## config.mk

```make
export PLATFORM = sky130hd
export DESIGN_NAME = utfl_cursor
export DESIGN_NICKNAME = d
export VERILOG_FILES = /design/src/utfl_pkg.sv /design/src/utfl_cursor.sv
export SDC_FILE = /design/constraint.sdc
export NUM_CORES = 1
export LEC_CHECK = 0
export BUFFER_PORTS_ARGS = -buffer_cell sky130_fd_sc_hd__buf_2
export CAP_MARGIN = 15
export CORE_UTILIZATION = 50
export DETAILED_ROUTE_END_ITERATION = 10
export GPL_TIMING_DRIVEN = 0
export HOLD_SLACK_MARGIN = 0.08
export PLACE_DENSITY_LB_ADDON = 0.08
export SETUP_SLACK_MARGIN = 0.02
export SYNTH_ARGS = -nofsm -noshare
export SYNTH_HDL_FRONTEND = slang
export SYNTH_SLANG_ARGS = --single-unit
```

## constraint.sdc

```tcl
create_clock -name clk -period 5 [get_ports clk]
set_input_delay 0 -clock clk [delete_from_list [all_inputs] [get_ports clk]]
set_output_delay 0 -clock clk [all_outputs]
set_load 0.05 [all_outputs]
```

## src/utfl_pkg.sv

```systemverilog
package utfl_pkg;

  localparam int GLYPH_SLOTS_DEF      = 4096;
  localparam int ATLAS_COORD_BITS_DEF = 11;
  localparam int POSITION_BITS_DEF    = 16;
  localparam int PAGE_COUNT_DEF       = 4;

  localparam int CODE_W = 21;

  // request codes
  localparam logic [1:0] REQ_WRITE = 2'd0;
  localparam logic [1:0] REQ_START = 2'd1;
  localparam logic [1:0] REQ_TEXT  = 2'd2;

  // UTF-8 lead byte tags
  localparam logic [2:0] LEAD2_TAG = 3'b110;
  localparam logic [3:0] LEAD3_TAG = 4'b1110;
  localparam logic [4:0] LEAD4_TAG = 5'b11110;

  localparam logic [CODE_W-1:0] NEWLINE_CODE = 21'd10;

  typedef enum logic [1:0] {
    K_NONE    = 2'd0,
    K_START   = 2'd1,
    K_NEWLINE = 2'd2,
    K_GLYPH   = 2'd3
  } kind_t;

  typedef struct packed {
    kind_t       kind;
    logic [31:0] origin_xy;
  } item_ctl_t;

  // entry: present, ax, ay, w, h, ox, oy, adv, page
  function automatic int entry_w(input int acb);
    return 2 * acb + 38;
  endfunction

endpackage

```

## src/utfl_cursor.sv

```systemverilog
module utfl_cursor #(
  parameter int POSITION_BITS    = utfl_pkg::POSITION_BITS_DEF,
  parameter int ATLAS_COORD_BITS = utfl_pkg::ATLAS_COORD_BITS_DEF,
  localparam int ENTRY_W         = utfl_pkg::entry_w(ATLAS_COORD_BITS)
) (
  input  logic                clk,
  input  logic                rst,
  input  logic                accept,
  input  utfl_pkg::item_ctl_t ctl_in,
  input  logic [ENTRY_W-1:0]  rd_data,
  input  logic [7:0]          line_height,
  output logic                stage_free,
  output logic                out_valid,
  input  logic                out_ready,
  output logic [10:0]         src_x,
  output logic [10:0]         src_y,
  output logic [6:0]          blit_w,
  output logic [6:0]          blit_h,
  output logic signed [15:0]  dst_x,
  output logic signed [15:0]  dst_y,
  output logic [1:0]          atlas_page
);
  import utfl_pkg::*;

  localparam int P    = POSITION_BITS;
  localparam int ACB  = ATLAS_COORD_BITS;
  localparam int WIDE = ((P > 16) ? P : 16) + 2;
  localparam int AXW  = (ACB > 11) ? ACB : 11;
  localparam logic signed [WIDE-1:0] SAT_HI = {{(WIDE-P+1){1'b0}}, {(P-1){1'b1}}};
  localparam logic signed [WIDE-1:0] SAT_LO = ~SAT_HI;

  function automatic logic [P-1:0] sat(input logic signed [WIDE-1:0] v);
    if (v > SAT_HI) return SAT_HI[P-1:0];
    if (v < SAT_LO) return SAT_LO[P-1:0];
    return v[P-1:0];
  endfunction

  function automatic logic signed [WIDE-1:0] sx_pos(input logic [P-1:0] v);
    return {{(WIDE-P){v[P-1]}}, v};
  endfunction

  function automatic logic signed [WIDE-1:0] sx_16(input logic [15:0] v);
    return {{(WIDE-16){v[15]}}, v};
  endfunction

  function automatic logic signed [WIDE-1:0] sx_7(input logic [6:0] v);
    return {{(WIDE-7){v[6]}}, v};
  endfunction

  // glyph entry fields
  logic           e_present;
  logic [ACB-1:0] e_ax, e_ay;
  logic [6:0]     e_w, e_h, e_ox, e_oy, e_adv;
  logic [1:0]     e_pg;
  logic [AXW-1:0] ax_ext, ay_ext;

  assign e_pg      = rd_data[1:0];
  assign e_adv     = rd_data[8:2];
  assign e_oy      = rd_data[15:9];
  assign e_ox      = rd_data[22:16];
  assign e_h       = rd_data[29:23];
  assign e_w       = rd_data[36:30];
  assign e_ay      = rd_data[37 +: ACB];
  assign e_ax      = rd_data[37 + ACB +: ACB];
  assign e_present = rd_data[37 + 2 * ACB];
  assign ax_ext    = AXW'(e_ax);
  assign ay_ext    = AXW'(e_ay);

  logic      s1_valid;
  item_ctl_t s1_ctl;
  logic      s1_emit, s1_go;

  logic [P-1:0] cursor_x, cursor_y, line_start_x;
  logic [P-1:0] cursor_x_next, cursor_y_next, line_start_x_next;
  logic [P-1:0] dx, dy;
  logic signed [WIDE-1:0] dx_ext, dy_ext;

  assign s1_emit    = (s1_ctl.kind == K_GLYPH) && e_present;
  assign s1_go      = s1_valid && (!s1_emit || !out_valid || out_ready);
  assign stage_free = !s1_valid || s1_go;

  always_comb begin
    cursor_x_next     = cursor_x;
    cursor_y_next     = cursor_y;
    line_start_x_next = line_start_x;
    dx     = sat(sx_pos(cursor_x) + sx_7(e_ox));
    dy     = sat(sx_pos(cursor_y) + sx_7(e_oy));
    dx_ext = sx_pos(dx);
    dy_ext = sx_pos(dy);
    case (s1_ctl.kind)
      K_START: begin
        cursor_x_next     = sat(sx_16(s1_ctl.origin_xy[15:0]));
        cursor_y_next     = sat(sx_16(s1_ctl.origin_xy[31:16]));
        line_start_x_next = cursor_x_next;
      end
      K_NEWLINE: begin
        cursor_x_next = line_start_x;
        cursor_y_next = sat(sx_pos(cursor_y) + {{(WIDE-8){1'b0}}, line_height});
      end
      K_GLYPH: begin
        if (e_present) begin
          cursor_x_next = sat(sx_pos(cursor_x) + {{(WIDE-7){1'b0}}, e_adv});
        end
      end
      default: ;
    endcase
  end

  always_ff @(posedge clk) begin
    if (rst) begin
      s1_valid     <= 1'b0;
      cursor_x     <= '0;
      cursor_y     <= '0;
      line_start_x <= '0;
      out_valid    <= 1'b0;
    end else begin
      if (stage_free) begin
        s1_valid <= accept;
      end
      if (s1_go) begin
        cursor_x     <= cursor_x_next;
        cursor_y     <= cursor_y_next;
        line_start_x <= line_start_x_next;
      end
      if (s1_go && s1_emit) begin
        out_valid <= 1'b1;
      end else if (out_ready) begin
        out_valid <= 1'b0;
      end
    end
  end

  always_ff @(posedge clk) begin
    if (accept) begin
      s1_ctl <= ctl_in;
    end
    if (s1_go && s1_emit) begin
      src_x      <= ax_ext[10:0];
      src_y      <= ay_ext[10:0];
      blit_w     <= e_w;
      blit_h     <= e_h;
      dst_x      <= dx_ext[15:0];
      dst_y      <= dy_ext[15:0];
      atlas_page <= e_pg;
    end
  end

endmodule

```

==> flow_summary.json <==
{
  "path_max_fanout": 8,
  "min_period_ns": 3.132,
  "hold_depth": 4,
  "synthTopCellsByArea": "edfxtp_1, dfxtp_1, ha_1",
  "multi_input_area_mm2": 0.004199,
  "synth_compound_area_frac": 0.2093,
  "wl_per_cell_um": 16.18,
  "end_kind": "register",
  "post-route-period-util": 0.6263,
  "synth_enable_flop_cells": 104,
  "p_total_mw": 3.408,
  "cts_tree": "yes",
  "start_util": 0.5127,
  "setup_viol": 0,
  "hold_buffers": 80,
  "tns_ns": 0,
  "cts_num_sinks": 154,
  "antenna_found_initial": 0,
  "synth_simple_gate_area_frac": 0.1352,
  "coreArea_mm2": 0.01658,
  "timing_worst_setup_path_type": "register to register",
  "port_buffers": 177,
  "hpwl_mm": 15.21,
  "tightest_slew_ns": 0.8202,
  "cp.arrival_ns": 3.28,
  "outcome": "complete, no violations",
  "synth_mux_area_frac": 0.02355,
  "dr.pass1.iters": 7,
  "relSlewSlack": 0.4508,
  "ys_types": 76,
  "drive_gt1_frac": 0.2190,
  "ys_ff_latch": 154,
  "synth_seq_area_share": 0.4851,
  "drv_slew": 0,
  "cap_violations": 0,
  "dp_cells": 1204,
  "finish.cell_count_without_fillers": 1316,
  "critPathRequiredTime_ns": 5.15,
  "place_ws_ns": 1.847,
  "syn_nets": 966,
  "post_cts_buffers": 0,
  "synth_area_leader_cell": "edfxtp_1",
  "min_path_type": "input port to register",
  "postRouteAntennaNets": 0,
  "netlist.area_leader.share": 0.3673,
  "cts_buffers": 17,
  "insertion_delay_ns": 0.43,
  "hold_end": "dst_x[1]$_SDFFCE_PN1P_",
  "post_drt_via_cell_ratio": 5.508,
  "maxClockFrequency_mhz": 319.3,
  "clk_pin_slew_ns": 0.07,
  "antennaDiodeCount": 0,
  "die_area_mm2": 0.01753,
  "min_from": "rd_data[17]",
  "post_synth.cell_area_avg_um2": 10.56,
  "seq_area_mm2": 0.004124,
  "syn_to_final_growth_pct": 30.86,
  "row_count": 47,
  "grt_pass1_vias": 6607,
  "rsz0062_at_grt": "false",
  "grt_pass1_wl_mm": 33.85,
  "grt.overflow.total": 0,
  "timing.rr.start": "cursor_x[0]$_SDFFE_PP0P_",
  "yosys.area_share.adder": 0.08683,
  "gp_congestion": 0.8762,
  "setup_slack_ns": 1.868,
  "startpoint_type": "register",
  "ys.flop_type": "edfxtp_1",
  "vias": 7248,
  "ys_async_sr_fraction": 0,
  "finClkSkew_ns": 0.01314,
  "num-nets-final": 1244,
  "track_usage": 0.2446,
  "synth_xor_area_frac": 0.03812,
  "clock_path_buffers": 2,
  "nFillCells": 1313,
  "hold_viol_final": 0,
  "drc": 0,
  "cts_max_level": 4,
  "syn_area_mm2": 0.008502,
  "die_h_um": 132.4,
  "yosysWarnings": 0,
  "first_iter_violations": 503,
  "cts_root_buffer": "clkbuf_16",
  "leakagePower_nw": 4.616,
  "peakVddDrop_mv": 0.2420,
  "r2r_cells": 10,
  "cts_resized": 0,
  "r2r_end": "dst_x[0]$_SDFFCE_PN1P_",
  "synth_top_family_by_area": "compound AO/OA/AOI/OAI gates",
  "dieWidth_um": 132.4,
  "synthCells": 805,
  "num_io_pins": 178,
  "powerDensity_mw_per_mm2": 306.3,
  "ff2ff_setup_slack_ns": 1.87,
  "totalWireLength_mm": 21.29,
  "grt_max_degree": 36
}
[synth_stat cells, types with 5 or more instances]
cell type,instances
a211oi_1,13
a21o_1,18
a21oi_1,58
a221oi_1,10
a22oi_1,8
a311oi_1,9
a31oi_1,9
and2_1,5
and3_1,15
clkbuf_1,23
dfxtp_1,50
edfxtp_1,104
ha_1,51
inv_1,20
mux2i_1,20
nand2_1,38
nand2b_1,6
nand3_1,29
nor2_1,68
nor2b_1,12
nor3_1,15
nor3b_1,6
o211ai_1,9
o21a_1,11
o21ai_0,59
o21ai_1,10
or3_1,9
xnor2_1,19
xor2_1,18
[per-stage QoR]
step                area (um^2)  hold slack, ns  utilization
global placement           9663          0.1769       0.5827
detailed placement         9726          0.1781       0.5865
CTS                       11130          0.1127       0.6709
global route              11130          0.1636       0.6709
finish                    11130          0.1269       0.6709
floorplan                  8502         0.09887            -
[logic make-up (layout without fill, tap and decap cells)]
logic type / count (synthesis) / count (layout)
AOI/OAI and AO/OA: 262 / 262
and+or+nand+nor: 228 / 228
DFF: 154 / 154
adders and majority gates: 57 / 57
buffers and inverters: 47 / 338
xor gates and xnor gates: 37 / 37
muxes: 20 / 20
[power breakdown]
| group | leakage, nW | switching, mW | internal [mW] |
|---|---|---|---|
| clock | 0.300 | 0.579 | 0.742 |
| sequential | 1.37 | 0.0367 | 1.43 |
| combinational | 2.95 | 0.353 | 0.269 |
[placed cells by master (no fill, tap or decap), types with 20 or more instances in the layout]
master / synthesis / final
buf_2: 2 / 179
edfxtp_1: 104 / 104
dlygate4sd3_1: 0 / 80
nor2_1: 68 / 68
o21ai_0: 59 / 59
a21oi_1: 58 / 58
ha_1: 51 / 51
dfxtp_1: 50 / 50
nand2_1: 38 / 38
nand3_1: 29 / 29
clkbuf_1: 23 / 24
inv_1: 20 / 20
mux2i_1: 20 / 20
[worst max-delay path by stage]
stage | slack (ns) | startpoint | end | cells past startpoint
after global routing | 1.63 | cursor_x[0]$_SDFFE_PP0P_ | dst_x[0]$_SDFFCE_PN1P_ | 10
after CTS | 1.85 | cursor_x[0]$_SDFFE_PP0P_ | dst_x[0]$_SDFFCE_PN1P_ | 10
after detailed placement | 1.85 | cursor_x[0]$_SDFFE_PP0P_ | dst_x[0]$_SDFFCE_PN1P_ | 10
final | 1.87 | cursor_x[0]$_SDFFE_PP0P_ | dst_x[0]$_SDFFCE_PN1P_ | 10
after floorplan | 0.42 | s1_ctl[32]$_DFFE_PP_ | atlas_page[0]$_DFFE_PP_ | 4
after global placement | -0.97 | s1_ctl[32]$_DFFE_PP_ | dst_x[10]$_SDFFCE_PN1P_ | 4
[final cells by class]
type                    instances  area share
multi-input cells             604      0.3774
flip-flops and latches        154      0.3707
repair buffers                259      0.1565
clock buffers                  19     0.04082
well taps                     220     0.02474
clock inverters                13     0.01305
plain buffers                  27     0.01001
inverters                      20    0.006748
[worst max-delay path, cell delays in order, from the launching register on]
cell,delay [ns]
dfxtp_1,0.35
ha_1,0.22
fa_1,0.43
a211oi_2,0.24
o21ai_1,0.19
a32oi_1,0.25
a21oi_1,0.13
or2_0,0.21
clkbuf_1,0.21
a211oi_2,0.42
o21ai_0,0.21
[layer usage]
metal | GRT usage | routed length (um) | up-vias
met4 | 0.08110 | 272 | 0
met2 | 0.4012 | 9917 | 257
met5 | 0 | 0 | -
met1 | 0.3317 | 10000 | 3325
met3 | 0.03691 | 1096 | 21
li1 | - | - | 3645
[flip-flops by register name (all words and copies together), names as in the netlist]
register / cells
src_x: 11
cursor_x: 16
dst_y: 16
out_valid: 1
cursor_y: 16
atlas_page: 2
line_start_x: 16
src_y: 11
s1_valid: 1
s1_ctl: 34
blit_h: 7
blit_w: 7
dst_x: 16
(Power assumes the default switching activity.)
