$ cat src/utfl_pkg.sv
package utfl_pkg;

  localparam int GLYPH_SLOTS_DEF      = 4096;
  localparam int ATLAS_COORD_BITS_DEF = 11;
  localparam int POSITION_BITS_DEF    = 16;
  localparam int PAGE_COUNT_DEF       = 4;

  localparam int CODE_W = 21;

  // request codes
  localparam logic [1:0] REQ_WRITE = 2'd0;
  localparam logic [1:0] REQ_START = 2'd1;
  localparam logic [1:0] REQ_TEXT  = 2'd2;

  // UTF-8 lead byte tags
  localparam logic [2:0] LEAD2_TAG = 3'b110;
  localparam logic [3:0] LEAD3_TAG = 4'b1110;
  localparam logic [4:0] LEAD4_TAG = 5'b11110;

  localparam logic [CODE_W-1:0] NEWLINE_CODE = 21'd10;

  typedef enum logic [1:0] {
    K_NONE    = 2'd0,
    K_START   = 2'd1,
    K_NEWLINE = 2'd2,
    K_GLYPH   = 2'd3
  } kind_t;

  typedef struct packed {
    kind_t       kind;
    logic [31:0] origin_xy;
  } item_ctl_t;

  // entry: present, ax, ay, w, h, ox, oy, adv, page
  function automatic int entry_w(input int acb);
    return 2 * acb + 38;
  endfunction

endpackage

$ cat src/utfl_decoder.sv
module utfl_decoder #(
  parameter int GLYPH_SLOTS = utfl_pkg::GLYPH_SLOTS_DEF
) (
  input  logic                        clk,
  input  logic                        rst,
  input  logic                        accept,
  input  logic [1:0]                  req_type,
  input  logic [7:0]                  text_byte,
  output utfl_pkg::kind_t             kind,
  output logic [utfl_pkg::CODE_W-1:0] code
);
  import utfl_pkg::*;

  logic [CODE_W-1:0] partial_code, partial_code_next;
  logic [1:0]        bytes_pending, bytes_pending_next;
  logic [CODE_W-1:0] cp;
  logic              emit;

  always_comb begin
    partial_code_next  = partial_code;
    bytes_pending_next = bytes_pending;
    cp                 = '0;
    emit               = 1'b0;
    kind               = K_NONE;
    unique case (req_type)
      REQ_START: begin
        kind               = K_START;
        partial_code_next  = '0;
        bytes_pending_next = '0;
      end
      REQ_TEXT: begin
        if (bytes_pending != 2'd0) begin
          // continuation taken unchecked
          cp                 = {partial_code[CODE_W-7:0], text_byte[5:0]};
          partial_code_next  = cp;
          bytes_pending_next = bytes_pending - 2'd1;
          emit               = (bytes_pending == 2'd1);
        end else if (!text_byte[7]) begin
          cp   = {{(CODE_W-8){1'b0}}, text_byte};
          emit = 1'b1;
        end else if (text_byte[7:5] == LEAD2_TAG) begin
          partial_code_next  = {{(CODE_W-5){1'b0}}, text_byte[4:0]};
          bytes_pending_next = 2'd1;
        end else if (text_byte[7:4] == LEAD3_TAG) begin
          partial_code_next  = {{(CODE_W-4){1'b0}}, text_byte[3:0]};
          bytes_pending_next = 2'd2;
        end else if (text_byte[7:3] == LEAD4_TAG) begin
          partial_code_next  = {{(CODE_W-3){1'b0}}, text_byte[2:0]};
          bytes_pending_next = 2'd3;
        end
      end
      default: ;
    endcase
    if (emit) begin
      if (cp == NEWLINE_CODE) begin
        kind = K_NEWLINE;
      end else if (32'(cp) < 32'(GLYPH_SLOTS)) begin
        kind = K_GLYPH;
      end
    end
    code = cp;
  end

  always_ff @(posedge clk) begin
    if (rst) begin
      partial_code  <= '0;
      bytes_pending <= '0;
    end else if (accept) begin
      partial_code  <= partial_code_next;
      bytes_pending <= bytes_pending_next;
    end
  end

endmodule

$ cat config.mk
export PLATFORM = sky130hd
export DESIGN_NAME = utfl_decoder
export DESIGN_NICKNAME = d
export VERILOG_FILES = /design/src/utfl_pkg.sv /design/src/utfl_decoder.sv
export SDC_FILE = /design/constraint.sdc
export NUM_CORES = 1
export LEC_CHECK = 0
export ABC_CLOCK_PERIOD_IN_PS = 4200
export BUFFER_PORTS_ARGS = -buffer_cell sky130_fd_sc_hd__buf_2
export CORE_UTILIZATION = 52
export CTS_CLUSTER_DIAMETER = 100
export DETAILED_ROUTE_END_ITERATION = 10
export PLACE_DENSITY = 0.83
export SETUP_SLACK_MARGIN = 0.05
export SYNTH_ARGS = -nofsm -noshare
export SYNTH_HDL_FRONTEND = slang
export SYNTH_SLANG_ARGS = --single-unit
$ cat constraint.sdc
create_clock -name clk -period 4.2 [get_ports clk]
set_input_delay 0.84 -clock clk [delete_from_list [all_inputs] [get_ports clk]]
set_output_delay 0.84 -clock clk [all_outputs]
set_load 0.005 [all_outputs]
==> results.rst, run 1 <==
.. list-table::
   :header-rows: 1

   * - Metric
     - Value
   * - Starting density of the core
     - 0.578
   * - Relative slew margins
     - 0.623
   * - IO Count
     - 36
   * - Reported leakage power
     - 0.580 nW
   * - Post-cts hold buffer count
     - 0
   * - Pin slew with the least headroom to its limit
     - 566 ps
   * - DR vias
     - 1070
   * - Crit-path max cell delay
     - 370 ps
   * - CTS root buffer
     - sky130_fd_sc_hd__clkbuf_4
   * - Net Sw Power
     - 78.0 uW
   * - Share of flip-flops with an asynchronous set or reset after synthesis
     - 0
   * - Status
     - finished, final reports clean
   * - CTS clock-pin slew for the worst setup and hold paths
     - 90 ps
   * - Worst-path cell chain
     - buf_2 > nor2b_1 > buf_4 > a21o_1 > a2111oi_2 > o32a_1 > buf_2
   * - Most prevalent standard cell on the critical path
     - sky130_fd_sc_hd__buf_2
   * - Part of the total power dissipated in combinational logic
     - 0.147
   * - Internal power of the cells
     - 215 uW
   * - Final setup viols
     - 0
   * - Post-Syn Nets
     - 135
   * - Number of unique standard cell types used by synthesis
     - 34
   * - Setup TNS Final
     - 0 ps
   * - Overall global routing resource usage
     - 0.265
   * - CTS Buf Count
     - 3
   * - Achievable Freq
     - 334 MHz
   * - Drt initial violations
     - 30
   * - Peak ir drop on the vdd network
     - 0.000129 V
   * - Maximum number of buffers from clock root to sink
     - 2
   * - Worst R2R Setup Slack
     - 2110 ps
   * - Post-synthesis cell area
     - 1030 sq um
   * - Initial antenna violation count
     - 0
   * - Count of input and output buffers
     - 35
   * - Proportion of synthesized chip area in sequential cells
     - 0.330
   * - First-pass detailed-route iteration total
     - 6
   * - Chip width
     - 46.5 um
   * - Post-CTS Resized
     - 0
   * - Area growth, synth to finish
     - 14.9%
   * - Site Rows
     - 15
   * - Number of design rule violations left after detail routing
     - 0
   * - Largest area contributor in the netlist
     - sky130_fd_sc_hd__dfxtp_1
   * - Crit share post-route
     - 0.713
   * - Ant. Diodes
     - 0
   * - Largest cells by area after synthesis
     - sky130_fd_sc_hd__dfxtp_1, sky130_fd_sc_hd__a22o_1, sky130_fd_sc_hd__and3_1
   * - Die Area
     - 2160 sq um
   * - Buffers inserted by post-CTS timing repair
     - 0
   * - CP Data Arrival Time
     - 2160 ps
   * - Clock latency at the later pin of the worst-skew pair
     - 290 ps
   * - H-tree Lvls
     - 1
   * - Worst Setup Path Type
     - in2out
   * - Number of clock sinks seen by CTS
     - 17
   * - Final Skew
     - 8.78 ps
   * - Part of the total power dissipated in sequential elements
     - 0.558
   * - Remaining antenna violation count after routing
     - 0
   * - Count of final hold-check violations
     - 0
   * - Total power
     - 293 uW
   * - Vias in the first global route
     - 949
   * - Unrepaired setup endpoints after global routing
     - no
   * - DRT Wirelength
     - 2.58 mm
   * - Detailed placer's ending HPWL
     - 1.96 mm
   * - Total of max-cap violations
     - 0
   * - Global placer's final weighted congestion
     - 0.914
   * - Routed wirelength normalized by instance count
     - 14.8 um
   * - Total power divided by cell area
     - 247 nW/um^2
   * - Final count of pins violating max slew
     - 0
   * - Critical path capture point type
     - primary output
   * - Vias per std cell
     - 6.15
   * - DIE HEIGHT
     - 46.5 um
   * - Fin crit period
     - 3000 ps
   * - Leading register cell type out of synthesis
     - sky130_fd_sc_hd__dfxtp_1
   * - Post-Syn Area per Cell
     - 8.45 sq um
   * - Kind of launch point of the worst setup path
     - primary input
   * - Clock tree from TritonCTS
     - done
   * - Core Box Area
     - 1780 sq um
   * - Fill cell instance count of the final layout
     - 175
   * - Post-synth EDFFs
     - 0
   * - Post-synthesis cell count
     - 122
   * - Gr ovfl total
     - 0
   * - Hold WC Path Type
     - reg2reg
   * - Maximum number of pins on one net before global-route repair
     - 24
   * - Clock network fraction of design power
     - 0.296
   * - Global-route wire length before repair
     - 4.11 mm
   * - Data required time at the worst endpoint
     - 3360 ps
   * - Number of nets in the layout
     - 163
   * - Flip-flop and latch count after synthesis
     - 17
   * - Critical-path cell with the highest stage delay
     - sky130_fd_sc_hd__a2111oi_2
   * - Switching portion of total power
     - 0.266
   * - Area share of the largest cell type after synthesis
     - 0.330
   * - Share of post-route cells with drive strength above 1
     - 0.289
   * - Synthesis Warnings
     - 0
   * - Largest fanout on the critical path
     - 23
==> cells by family after synthesis <==
logic type	after synthesis	synth area share
AND/OR/NAND/NOR	48	0.283
AO/OA/AOI/OAI	41	0.292
flip-flops	17	0.330
buffers and inverters	16	0.0947
==> power groups by stage <==
stage / clock network [mW] / logic [mW] / registers [mW]
2_1_floorplan: 0 / 0.0242 / 0.167
3_3_place_gp: 0 / 0.0409 / 0.167
3_5_place_dp: 0 / 0.0420 / 0.167
4_1_cts: 0.0870 / 0.0421 / 0.163
5_1_grt: 0.0987 / 0.0468 / 0.164
6_report: 0.0865 / 0.0429 / 0.163
==> critical path: cells and delay by family <==
kind,cells,cell delay (ps)
compound gates,3,770
buf+inv,3,400
simple gates,1,120
==> flip-flops by register name, summed over array words and instances (netlist names) <==
name and cells:
partial_code 15, bytes_pending 2
==> final timing paths <==
path                     from                to  cells after the start
max               req_type[1]           kind[0]                      7
min          partial_code[14]  partial_code[14]                      1
max reg2reg  bytes_pending[0]   partial_code[9]                      4
min reg2reg  partial_code[14]  partial_code[14]                      1
==> layout make-up <==
class	count	area [sq um]	area share
multi-input cells	89	593	0.501
flip-flops and latches	17	340	0.287
repair buffers	36	183	0.154
well taps	25	31.3	0.0264
clock buffers	4	26.3	0.0222
inverters	3	11.3	0.00950
==> stage by stage <==
stage	utilization	setup slack, ps	cell area [sq um]	cells	hold WS [ps]
floorplan	-	1510	1030	122	465
global placement	0.650	1220	1160	170	480
detailed placement	0.650	1200	1160	170	498
CTS	0.665	1200	1180	174	518
global route	0.665	1070	1180	174	546
finish	0.665	1200	1180	174	517
==> cells in the mapped netlist (2+ instances only) <==
master	number
sky130_fd_sc_hd__nand2_1	3
sky130_fd_sc_hd__a22o_1	12
sky130_fd_sc_hd__a21o_1	2
sky130_fd_sc_hd__nor2_1	2
sky130_fd_sc_hd__and2_1	8
sky130_fd_sc_hd__dfxtp_1	17
sky130_fd_sc_hd__inv_1	3
sky130_fd_sc_hd__nand3_1	4
sky130_fd_sc_hd__or4_1	2
sky130_fd_sc_hd__o21ai_0	6
sky130_fd_sc_hd__nor4_1	3
sky130_fd_sc_hd__buf_4	10
sky130_fd_sc_hd__and3_1	14
sky130_fd_sc_hd__nor2b_1	2
sky130_fd_sc_hd__clkbuf_1	3
sky130_fd_sc_hd__or3_1	2
sky130_fd_sc_hd__a21oi_1	12
==> per-layer routing <==
metal,track usage,up-vias,share of wire
li1,-,515,-
met1,0.300,502,0.42
met2,0.481,49,0.51
met3,0.0549,4,0.062
met4,0.0882,0,0.0066
met5,0,-,0
==> cell usage in the layout (no fill, tap or decap), types with 2 or more instances in the layout <==
cell and count:
sky130_fd_sc_hd__clkbuf_4 3, sky130_fd_sc_hd__nand2_1 3, sky130_fd_sc_hd__and2_1 8, sky130_fd_sc_hd__or3_1 2, sky130_fd_sc_hd__nor2_1 2, sky130_fd_sc_hd__and3_1 14
sky130_fd_sc_hd__nor4_1 3, sky130_fd_sc_hd__nand3_1 4, sky130_fd_sc_hd__o21ai_0 6, sky130_fd_sc_hd__buf_2 35, sky130_fd_sc_hd__a21o_1 2, sky130_fd_sc_hd__inv_1 3
sky130_fd_sc_hd__dfxtp_1 17, sky130_fd_sc_hd__nor2b_1 2, sky130_fd_sc_hd__a21oi_1 12, sky130_fd_sc_hd__or4_1 2, sky130_fd_sc_hd__a22o_1 12
Power figures use the tool's default switching activity.
==> inputs of run 2 (changes only) <==
ABC_CLOCK_PERIOD_IN_PS = 2550   (was 4200)
CORE_UTILIZATION = 44   (was 52)
PLACE_DENSITY = 0.75   (was 0.83)
clock period = 2.55 ns   (was 4.2 ns; I/O delays follow)
==> results.rst, run 2 (synthesized netlist as in run 1, its figures left out) <==
.. list-table::
   :header-rows: 1

   * - Metric
     - Value
   * - Startpoint of the worst register-to-register path
     - bytes_pending[0]
   * - Total power divided by cell area
     - 399 nW/um^2
   * - Share of post-route cells with drive strength above 1
     - 0.314
   * - R2r worst-path depth
     - 5
   * - Chip width
     - 50.4 um
   * - Largest fanout on the critical path
     - 4
   * - Vias in the first global route
     - 940
   * - Kind of launch point of the worst setup path
     - flip-flop
   * - Post-cts hold buffer count
     - 0
   * - Vias per std cell
     - 5.92
   * - Reported leakage power
     - 0.602 nW
   * - Overall global routing resource usage
     - 0.233
   * - Total number of cells along the worst setup path
     - 5
   * - Data required time at the worst endpoint
     - 2040 ps
   * - Crit-path max cell delay
     - 350 ps
   * - IO Count
     - 36
   * - Fin crit period
     - 2420 ps
   * - Pin slew with the least headroom to its limit
     - 540 ps
   * - Hold WC Path Type
     - in2reg
   * - Buffers plus inverters on the worst setup path
     - 1
   * - Number of design rule violations left after detail routing
     - 0
   * - Number of clock sinks seen by CTS
     - 17
   * - Worst-path cell chain
     - nor4_1 > a21oi_1 > or3_1 > o32a_1 > buf_2
   * - Met3 WL post-DR
     - 185 um
   * - Number of flip-flops under the largest register name
     - 15
   * - CP Data Arrival Time
     - 1910 ps
   * - Total power
     - 488 uW
   * - Status
     - finished, final reports clean
   * - Commonest non-fill, non-tap cell in the layout
     - sky130_fd_sc_hd__buf_2
   * - Ant. Diodes
     - 0
   * - Global placer's final weighted congestion
     - 0.868
   * - Most frequent cells in the layout
     - sky130_fd_sc_hd__buf_2, sky130_fd_sc_hd__dfxtp_1, sky130_fd_sc_hd__and3_1, sky130_fd_sc_hd__a21oi_1, sky130_fd_sc_hd__a22o_1
   * - CTS root buffer
     - sky130_fd_sc_hd__clkbuf_4
   * - Biggest registers after layout
     - partial_code x15, bytes_pending x2
   * - Remaining antenna violation count after routing
     - 0
   * - Total of max-cap violations
     - 0
   * - Clock tree from TritonCTS
     - done
   * - Drt initial violations
     - 55
   * - Setup TNS Final
     - 0 ps
   * - Worst path top cell family by delay
     - simple AND/OR/NAND/NOR gates
   * - Crit share post-route
     - 0.948
   * - Critical path origin
     - partial_code[7]
   * - Fill cell instance count of the final layout
     - 219
   * - Maximum number of buffers from clock root to sink
     - 2
   * - Peak ir drop on the vdd network
     - 0.000158 V
   * - Site Rows
     - 17
   * - Maximum number of pins on one net before global-route repair
     - 23
   * - Register containing the most flip-flops in the final layout
     - partial_code
   * - Count of input and output buffers
     - 35
   * - Unrepaired setup endpoints after global routing
     - no
   * - Final Skew
     - 9.75 ps
   * - CTS Buf Count
     - 3
   * - End of the critical path
     - kind[0]
   * - DRT Wirelength
     - 2.72 mm
   * - DIE HEIGHT
     - 50.4 um
   * - Final count of pins violating max slew
     - 0
   * - Worst Setup Path Type
     - reg2out
   * - Wl on met1
     - 1.21 mm
   * - Die Area
     - 2540 sq um
   * - Count of final hold-check violations
     - 0
   * - Achievable Freq
     - 414 MHz
   * - Core Box Area
     - 2210 sq um
   * - Relative slew margins
     - 0.640
   * - Routed wirelength normalized by instance count
     - 15.0 um
   * - CTS clock-pin slew for the worst setup and hold paths
     - 90 ps
   * - Uppermost routed layer
     - met4
   * - DR vias
     - 1072
   * - Critical-path cell with the highest stage delay
     - sky130_fd_sc_hd__dfxtp_1
   * - Detailed placer's ending HPWL
     - 2.06 mm
   * - Crit Reg-Reg Endpoint
     - partial_code[12]
   * - First-pass detailed-route iteration total
     - 4
   * - Worst R2R Setup Slack
     - 570 ps
   * - Final setup viols
     - 0
   * - Area growth, synth to finish
     - 18.4%
   * - Gr ovfl total
     - 0
   * - Critical path capture point type
     - primary output
   * - Wire length on met2
     - 1.27 mm
   * - Clock latency at the later pin of the worst-skew pair
     - 290 ps
   * - Start point of the worst hold path
     - text_byte[2]
   * - Global-route wire length before repair
     - 4.49 mm
   * - Starting density of the core
     - 0.466
   * - Initial antenna violation count
     - 0
   * - Number of nets in the layout
     - 167
   * - H-tree Lvls
     - 1
[run 2: cell types whose count changed in the layout (fill, tap and decap cells not counted), sizes merged]
cell	before	now
buf	36	40
[run 2: worst min path at each step]
stage,endpoint,depth (start not counted),slack [ps]
after floorplan,partial_code[4],2,460
after global placement,partial_code[12],1,480
after detailed placement,partial_code[12],1,490
after CTS,partial_code[1],2,460
after global routing,partial_code[2],2,450
final,partial_code[2],2,460
[run 2: per-stage QoR]
stage | hold slack, ps | setup slack (ps) | utilization | std cells | instance area (sq um)
finish | 460 | 132 | 0.552 | 181 | 1220
global route | 454 | 47.3 | 0.552 | 181 | 1220
CTS | 457 | 106 | 0.548 | 180 | 1210
detailed placement | 494 | 322 | 0.536 | 176 | 1180
global placement | 482 | 391 | 0.536 | 176 | 1180
floorplan | 465 | 519 | - | 122 | 1030
[run 2: metal layers]
layer / GRT usage / vias up
met5: 0 / -
met4: 0.0972 / 0
met3: 0.0273 / 10
met2: 0.389 / 56
met1: 0.301 / 485
li1: - / 521
[run 2: what timing repair did]
item,in CTS,in global routing
buffers inserted,0,1
gates resized for setup,0,1
setup endpoints to repair,0,1
[run 2: layout make-up]
cell class,count,area (sq um),share of cell area
Multi-Input combinational cell,89,596,0.488
Tap cell,28,35.0,0.0287
Clock buffer,4,26.3,0.0215
Timing Repair Buffer,40,213,0.174
Inverter,3,11.3,0.00922
Sequential cell,17,340,0.279
[run 2: report_power, final]
part / internal (mW) / switching [mW] / total [mW]
sequential: 0.267 / 0.00158 / 0.268
clock: 0.0609 / 0.0818 / 0.143
combinational: 0.0294 / 0.0473 / 0.0767
==> inputs of run 3 (changes only) <==
ABC_AREA = 1   (was not set)
CORE_UTILIZATION = 46   (was 44)
==> results.rst, run 3 <==
.. list-table::
   :header-rows: 1

   * - Metric
     - Value
   * - Biggest registers after layout
     - partial_code x15, bytes_pending x2
   * - Count of input and output buffers
     - 35
   * - Clock tree from TritonCTS
     - done
   * - Clock network fraction of design power
     - 0.269
   * - IO Count
     - 36
   * - Site Rows
     - 18
   * - Number of unique standard cell types used by synthesis
     - 20
   * - Post-synthesis cell count
     - 206
   * - Maximum number of pins on one net before global-route repair
     - 23
   * - Count of final hold-check violations
     - 0
   * - Drt initial violations
     - 46
   * - Total power
     - 532 uW
   * - DR vias
     - 1301
   * - Ranking of synthesized cells by instance count
     - sky130_fd_sc_hd__nand2_1, sky130_fd_sc_hd__nand3_1, sky130_fd_sc_hd__inv_1, sky130_fd_sc_hd__nor2_1, sky130_fd_sc_hd__a21oi_1
   * - Buffers inserted by post-CTS timing repair
     - 0
   * - Area growth, synth to finish
     - 8.30%
   * - Leading register cell type out of synthesis
     - sky130_fd_sc_hd__dfxtp_1
   * - Internal power of the cells
     - 366 uW
   * - First-pass detailed-route iteration total
     - 4
   * - Share of post-route cells with drive strength above 1
     - 0.229
   * - Die Area
     - 3000 sq um
   * - CP Data Arrival Time
     - 1730 ps
   * - Largest fanout on the critical path
     - 5
   * - Gr ovfl total
     - 0
   * - Worst Setup Path Type
     - reg2out
   * - Unrepaired setup endpoints after global routing
     - no
   * - Kind of launch point of the worst setup path
     - flip-flop
   * - Vias in the first global route
     - 1018
   * - Post-synthesis cell area
     - 1280 sq um
   * - Share of flip-flops with an asynchronous set or reset after synthesis
     - 0
   * - Final setup viols
     - 0
   * - Fin crit period
     - 2240 ps
   * - Overall global routing resource usage
     - 0.210
   * - Status
     - finished, final reports clean
   * - Switching portion of total power
     - 0.313
   * - Pin slew with the least headroom to its limit
     - 661 ps
   * - Flip-flop and latch count after synthesis
     - 17
   * - Most frequent cells in the layout
     - sky130_fd_sc_hd__nand2_1, sky130_fd_sc_hd__buf_2, sky130_fd_sc_hd__nand3_1, sky130_fd_sc_hd__inv_1, sky130_fd_sc_hd__nor2_1
   * - Data required time at the worst endpoint
     - 2040 ps
   * - CTS Buf Count
     - 3
   * - Number of design rule violations left after detail routing
     - 0
   * - Remaining antenna violation count after routing
     - 0
   * - Total power divided by cell area
     - 384 nW/um^2
   * - Reported leakage power
     - 0.752 nW
   * - Critical path capture point type
     - primary output
   * - Largest area contributor in the netlist
     - sky130_fd_sc_hd__dfxtp_1
   * - Most frequent cell after synthesis
     - sky130_fd_sc_hd__nand2_1
   * - Initial antenna violation count
     - 0
   * - Peak ir drop on the vdd network
     - 0.000331 V
   * - DRT Wirelength
     - 2.96 mm
   * - Chip width
     - 54.8 um
   * - Clock latency at the later pin of the worst-skew pair
     - 290 ps
   * - Detailed placer's ending HPWL
     - 2.16 mm
   * - Post-CTS Resized
     - 0
   * - Part of the total power dissipated in combinational logic
     - 0.215
   * - Net Sw Power
     - 167 uW
   * - Hold WC Path Type
     - reg2reg
   * - Part of the total power dissipated in sequential elements
     - 0.515
   * - Starting density of the core
     - 0.503
   * - Number of flip-flops under the largest register name
     - 15
   * - Relative slew margins
     - 0.559
   * - Final Skew
     - 1.26 ps
   * - Setup TNS Final
     - 0 ps
   * - Number of clock sinks seen by CTS
     - 17
   * - Commonest non-fill, non-tap cell in the layout
     - sky130_fd_sc_hd__nand2_1
   * - Achievable Freq
     - 447 MHz
   * - Proportion of synthesized chip area in sequential cells
     - 0.266
   * - Synthesis Warnings
     - 0
   * - Global-route wire length before repair
     - 4.46 mm
   * - Number of nets in the layout
     - 241
   * - Total of max-cap violations
     - 0
   * - Area share of the largest cell type after synthesis
     - 0.266
   * - Largest cells by area after synthesis
     - sky130_fd_sc_hd__dfxtp_1, sky130_fd_sc_hd__nand2_1, sky130_fd_sc_hd__nand3_1
   * - Routed wirelength normalized by instance count
     - 11.5 um
   * - Post-Syn Area per Cell
     - 6.22 sq um
   * - Register containing the most flip-flops in the final layout
     - partial_code
   * - Core Box Area
     - 2540 sq um
   * - Crit share post-route
     - 0.877
   * - CTS clock-pin slew for the worst setup and hold paths
     - 90 ps
   * - Ant. Diodes
     - 0
   * - Post-synth EDFFs
     - 0
   * - Maximum number of buffers from clock root to sink
     - 2
   * - H-tree Lvls
     - 1
   * - Vias per std cell
     - 5.06
   * - DIE HEIGHT
     - 54.8 um
   * - Post-Syn Nets
     - 219
   * - CTS root buffer
     - sky130_fd_sc_hd__clkbuf_4
   * - Global placer's final weighted congestion
     - 0.828
   * - Final count of pins violating max slew
     - 0
   * - Post-cts hold buffer count
     - 0
run 3: cell types whose count changed after synthesis, sizes merged, moves of 8 or more:
cell   previous run  this run
and2              8         0
nand3             4        29
inv               3        28
nand2             3        52
nor2              3        28
a22o             12         0
and3             14         0
run 3: cell families after synthesis:
| family | count (synthesis) | synth area share |
|---|---|---|
| flip-flops | 17 | 0.266 |
| AO/OA/AOI/OAI | 26 | 0.122 |
| buffers and inverters | 46 | 0.189 |
| AND/OR/NAND/NOR | 117 | 0.423 |
run 3: final cells by class:
type	count	area (sq um)
repair buffers	35	175
well taps	30	37.5
multi-input cells	143	703
fillers	283	1160
inverters	28	105
clock buffers	4	26.3
flip-flops and latches	17	340
run 3: per-layer routing:
metal | GRT usage | share of wire | vias up
met5 | 0 | 0 | -
met4 | 0.0769 | 0.014 | 0
met3 | 0.0306 | 0.074 | 5
met2 | 0.329 | 0.42 | 44
met1 | 0.288 | 0.49 | 560
li1 | - | - | 692
run 3: power by group through the flow:
stage	sequential, mW	clock (mW)	combinational (mW)
final	0.274	0.143	0.115
after global routing	0.275	0.162	0.130
after CTS	0.274	0.145	0.114
after detailed placement	0.280	0	0.113
after global placement	0.280	0	0.113
after floorplan	0.280	0	0.0917
run 3: final timing paths:
kind	endpoint	depth (start not counted)	startpoint	slack [ps]
worst max-delay path	kind[0]	11	bytes_pending[1]	310
worst min-delay path	partial_code[1]	2	partial_code[1]	470
worst max register to register	bytes_pending[1]	5	bytes_pending[1]	950
worst min register to register	partial_code[1]	2	partial_code[1]	470
run 3: worst max-delay path, stage by stage, from the launching register on:
cell	delay [ps]
sky130_fd_sc_hd__dfxtp_1	370
sky130_fd_sc_hd__nor2_2	260
sky130_fd_sc_hd__nand2_1	190
sky130_fd_sc_hd__nand2_1	120
sky130_fd_sc_hd__nand2_1	50
sky130_fd_sc_hd__inv_1	40
sky130_fd_sc_hd__nand2_1	40
sky130_fd_sc_hd__nor2_1	80
sky130_fd_sc_hd__nand3_1	70
sky130_fd_sc_hd__nand2_1	60
sky130_fd_sc_hd__inv_1	30
sky130_fd_sc_hd__buf_2	110
run 3: through the flow:
step	setup WS [ps]	area, sq um	hold WS, ps	util	std cells
6_report	313	1390	471	0.545	257
5_1_grt	105	1390	488	0.545	257
4_1_cts	226	1380	471	0.543	257
3_5_place_dp	389	1360	458	0.533	253
3_3_place_gp	381	1360	453	0.533	253
2_1_floorplan	831	1280	433	-	206
